==> config.mk <==
export PLATFORM = sky130hd
export DESIGN_NAME = dtwp_bin_div
export DESIGN_NICKNAME = d
export VERILOG_FILES = /design/src/sv/dtwp_bin_div.sv
export SDC_FILE = /design/constraint.sdc
export NUM_CORES = 1
export LEC_CHECK = 0
export BUFFER_PORTS_ARGS = -buffer_cell sky130_fd_sc_hd__buf_2
export CORE_MARGIN = 1.5
export CORE_UTILIZATION = 35
export CTS_BUF_LIST = sky130_fd_sc_hd__clkbuf_8
export DETAILED_ROUTE_END_ITERATION = 6
export PLACE_DENSITY = 0.63
export SLEW_MARGIN = 25
export SYNTH_ARGS = -nofsm -noshare
export SYNTH_HDL_FRONTEND = slang
export SYNTH_SLANG_ARGS = --single-unit
==> constraint.sdc <==
create_clock -name clk -period 4.1 [get_ports clk]
set_input_delay 0.205 -clock clk [delete_from_list [all_inputs] [get_ports clk]]
set_output_delay 0.205 -clock clk [all_outputs]
set_load 0.02 [all_outputs]
==> src/sv/dtwp_bin_div.sv <==
module dtwp_bin_div (
  input  logic        clk,
  input  logic        rst_n,
  input  logic        start,
  input  logic [27:0] dividend,
  input  logic [19:0] divisor,
  input  logic [7:0]  limit,
  output logic        done,
  output logic [7:0]  quot
);

  logic        busy_r, done_r;
  logic [3:0]  step_r;
  logic [27:0] rem_r, ds_r;
  logic [7:0]  q_r, lim_r, quot_r;
  logic [28:0] diff;
  logic        ge;
  logic [7:0]  qn;

  assign diff = {1'b0, rem_r} - {1'b0, ds_r};
  assign ge   = !diff[28];
  assign qn   = q_r | (ge ? (8'd1 << step_r[2:0]) : 8'd0);

  always_ff @(posedge clk) begin
    if (!rst_n) begin
      busy_r <= 1'b0;
      done_r <= 1'b0;
    end else begin
      done_r <= 1'b0;
      if (start) begin
        busy_r <= 1'b1;
        step_r <= 4'd8;
        rem_r  <= dividend;
        ds_r   <= {divisor, 8'd0};
        q_r    <= 8'd0;
        lim_r  <= limit;
      end else if (busy_r) begin
        if (step_r == 4'd8) begin
          if (ge) begin
            quot_r <= lim_r;
            done_r <= 1'b1;
            busy_r <= 1'b0;
          end else begin
            ds_r   <= ds_r >> 1;
            step_r <= 4'd7;
          end
        end else begin
          if (ge) rem_r <= diff[27:0];
          q_r <= qn;
          if (step_r == 4'd0) begin
            quot_r <= (qn > lim_r) ? lim_r : qn;
            done_r <= 1'b1;
            busy_r <= 1'b0;
          end else begin
            ds_r   <= ds_r >> 1;
            step_r <= step_r - 4'd1;
          end
        end
      end
    end
  end

  assign done = done_r;
  assign quot = quot_r;

endmodule

==> qor.txt <==
GP Congestion - 0.857
Register area share after synthesis - 45.2%
# fillers - 1622
TritonCTS clock tree - yes
MaxCap Viol Count - 0
First-pass GRT wire length - 21400 um
Count of final hold-check violations - 0
Site Rows - 46
Clock buffer depth - 2
Leading area contributor after synthesis - edfxtp_1
Combinational Power Share - 45.5%
R2R Setup Slk - 0.27 ns
Total die area - 0.0170 sq mm
Final hold slack - 0.0921 ns
Worst setup path startpoint - ds_r[21]$_DFFE_PP_
Worst R2R End - quot[0]$_DFFE_PP_
Placed Area - 0.00623 sq mm
Synthesis-to-layout area growth - 14.8%
CP required - 4.23 ns
Port Buf Inserts - 67
Max-slew violations - 0
Seq cells post-synth - 86
Critical Path End - quot[0]$_DFFE_PP_
Critical path buffer and inverter count - 1
Layout cells sized above 1 - 17.9%
Internal - 1970 uW
VDD IR max - 0.204 mV
Synth Cell Area - 0.00567 sq mm
Flop pwr share - 38.3%
Sw Share - 39.4%
Diodes inserted - 0
Final ANT Viol Nets - 0
Final Cycle Share - 93.4%
Core area - 0.0158 sq mm
Syn_nets - 686
Total wire length - 13500 um
Wire length per cell - 15.5 um
Critical path type - flip-flop to flip-flop
Clock Power Share - 16.2%
Most common cell in the netlist - edfxtp_1
Vias/cell - 5.23
Status - finished, final reports clean
DR DRC count - 0
Final instance area - 0.00651 sq mm
Slowest CP cell - ha_1
Worst-Margin Slew - 0.678 ns
Critical Path Most Common Cell - ha_1
Mapped Cells - 585
H-tree depth - 3
RSZ-0062 raised after global routing - false
Lkg Pwr - 0.00266 uW
Slowest stage delay, CP - 0.42 ns
Critical path launch point type - flip-flop
Post-synth EDFFs - 84
Yosys top cell area share - 44.5%
Detailed-route via count - 4570
Top cells by area, synth - edfxtp_1, ha_1, o21ai_0
Worst slew margin - 54.8%
Yosys cell types - 62
Setup violators final - 0
Final #Nets - 754
Post-DP HPWL - 10000 um
Reg2reg start - ds_r[21]$_DFFE_PP_
Clk Latency, worst-skew pair - 0.39 ns
Max Fclk - 0.261 GHz
Ys flop type - edfxtp_1
Initial Utilization - 35.8%
Ports - 68
Pin count of the biggest net entering global routing - 79
Top cells by count, synth - edfxtp_1, nand2_1, o21ai_0
Setup crit end kind - flip-flop
Clk_skew - 0.00961 ns
Clock Pin Slew Worst Setup and Hold Paths - 0.09 ns
Ys async rst share - 0%
Sw power - 1280 uW
Clk sinks - 86
Grt ovf - 0
Crit path DAT - 3.96 ns
CP top delay family - compound AO/OA/AOI/OAI gates
Root buffer cell - clkbuf_8
Worst-path cell chain - inv_1, ha_1, and3_2, and2_4, or3b_4, a31oi_4, nor2_4, o21bai_1, ha_1, nor2b_1, o21a_1, o21ai_0, a21oi_1, o22a_1, nor3_1, o22ai_1
Yosys warning count - 0
Initial DRT Pass Iterations - 5
Hold Crit Class - primary input to flip-flop
Area occupied by registers - 0.00256 sq mm
Die H - 130 um
Total negative slack - 0 ns
Initial drt markers - 384
Worst path depth - 16
Vias in the first global route - 4367
Avg Inst Size Synth - 9.69 sq um
GRT Total Usage - 16.2%
Chip width - 130 um
Max FO, Critical Path - 9
Min Tclk post-route - 3.83 ns
Placed Cells - 849
P per Cell Area - 499 mW/mm^2
CTS buffer count - 9
Initial antenna violation count - 0
Fin cells - 874
Footprint of the multi-input gates - 0.00282 sq mm
R2r worst-path depth - 16
## power by group through the flow
stage	logic (uW)	registers, uW	clock network (uW)
6_report	1480	1240	527
5_1_grt	1650	1260	576
4_1_cts	1450	1250	543
3_5_place_dp	1440	1260	0
3_3_place_gp	1420	1260	0
2_1_floorplan	1110	1240	0
## per-stage QoR
step / total power (uW) / util, % / setup slack, ns
detailed placement: 2700 / 39.4 / 0.0360
finish: 3250 / 41.1 / 0.269
CTS: 3240 / 40.9 / 0.0155
floorplan: 2350 / - / 0.194
global route: 3490 / 41.1 / 0.00823
global placement: 2680 / 39.4 / 0.190
## flip-flops by register name, summed over array words and instances (netlist names)
register and count:
step_r 4, done 1, busy_r 1, ds_r 28
quot 8, rem_r 28, lim_r 8, q_r 8
## cell families (layout without fill, tap and decap cells)
family                   after synthesis  count (layout)  synth area share [%]
AO/OA/AOI/OAI                        185             185                  22.4
XOR/XNOR                              19              19                  2.94
adder cells (fa/ha/maj)               42              42                  9.40
buffers and inverters                 82             155                  5.69
flip-flops                            86              86                  45.2
multiplexers                           3               3                 0.574
AND/OR/NAND/NOR                      168             168                  13.8
## how the worst min path moves through the flow
| stage | startpoint | to | slack [ns] | cells after the start |
|---|---|---|---|---|
| 3_3_place_gp | limit[7] | lim_r[7]$_DFFE_PP_ | 0.38 | 1 |
| 2_1_floorplan | limit[0] | lim_r[0]$_DFFE_PP_ | 0.30 | 0 |
| 3_5_place_dp | limit[0] | lim_r[0]$_DFFE_PP_ | 0.38 | 1 |
| 5_1_grt | divisor[15] | ds_r[23]$_DFFE_PP_ | 0.10 | 3 |
| 4_1_cts | divisor[15] | ds_r[23]$_DFFE_PP_ | 0.07 | 3 |
| 6_report | divisor[14] | ds_r[22]$_DFFE_PP_ | 0.09 | 3 |
## metal layers
metal / track usage [%] / up-vias / share of wire (%)
met5: 0 / - / 0
met4: 5.23 / 0 / 1.1
met3: 2.99 / 12 / 4.2
met2: 25.6 / 97 / 46
met1: 22.5 / 2175 / 48
li1: - / 2286 / -
## timing repair
| item | in CTS | in global routing |
|---|---|---|
| endpoints found under the hold margin | 8 | 0 |
| setup buffers | 0 | 1 |
| gates resized for setup | 0 | 7 |
| setup endpoints to repair | 0 | 8 |
| hold buffers | 8 | 0 |
## layout by cell type, fill, tap and decap left out, types with 5 or more instances in the layout
master,synthesis,layout
ha_1,41,41
nand4_1,10,10
buf_2,3,66
nand3_1,15,13
nor2_1,28,27
inv_1,54,56
dlygate4sd3_1,0,8
o21a_1,8,8
a21o_1,17,17
xor2_1,6,6
a31oi_1,9,9
o21ai_0,58,58
o221ai_1,7,7
nor3_1,16,16
o31ai_1,6,6
a21oi_1,32,32
buf_4,1,11
nand2_1,71,71
xnor2_1,13,13
edfxtp_1,84,84
clkbuf_8,0,9
nor2b_1,6,5
o21bai_1,8,8
## worst min-delay path: cells and delay by family
kind | cells | cell delay, ns
AOI/OAI and AO/OA | 1 | 0.05
buffers and inverters | 1 | 0.07
and+or+nand+nor | 1 | 0.04
## final cells by class
type	instances	share of cell area (%)
Clock buffer	9	1.90
Timing Repair Buffer	85	7.58
Tap cell	216	4.15
Clock inverter	7	0.519
Sequential cell	86	39.4
Inverter	54	3.12
Multi-Input combinational cell	417	43.3
No activity file was read; power rests on OpenSTA's default activity.
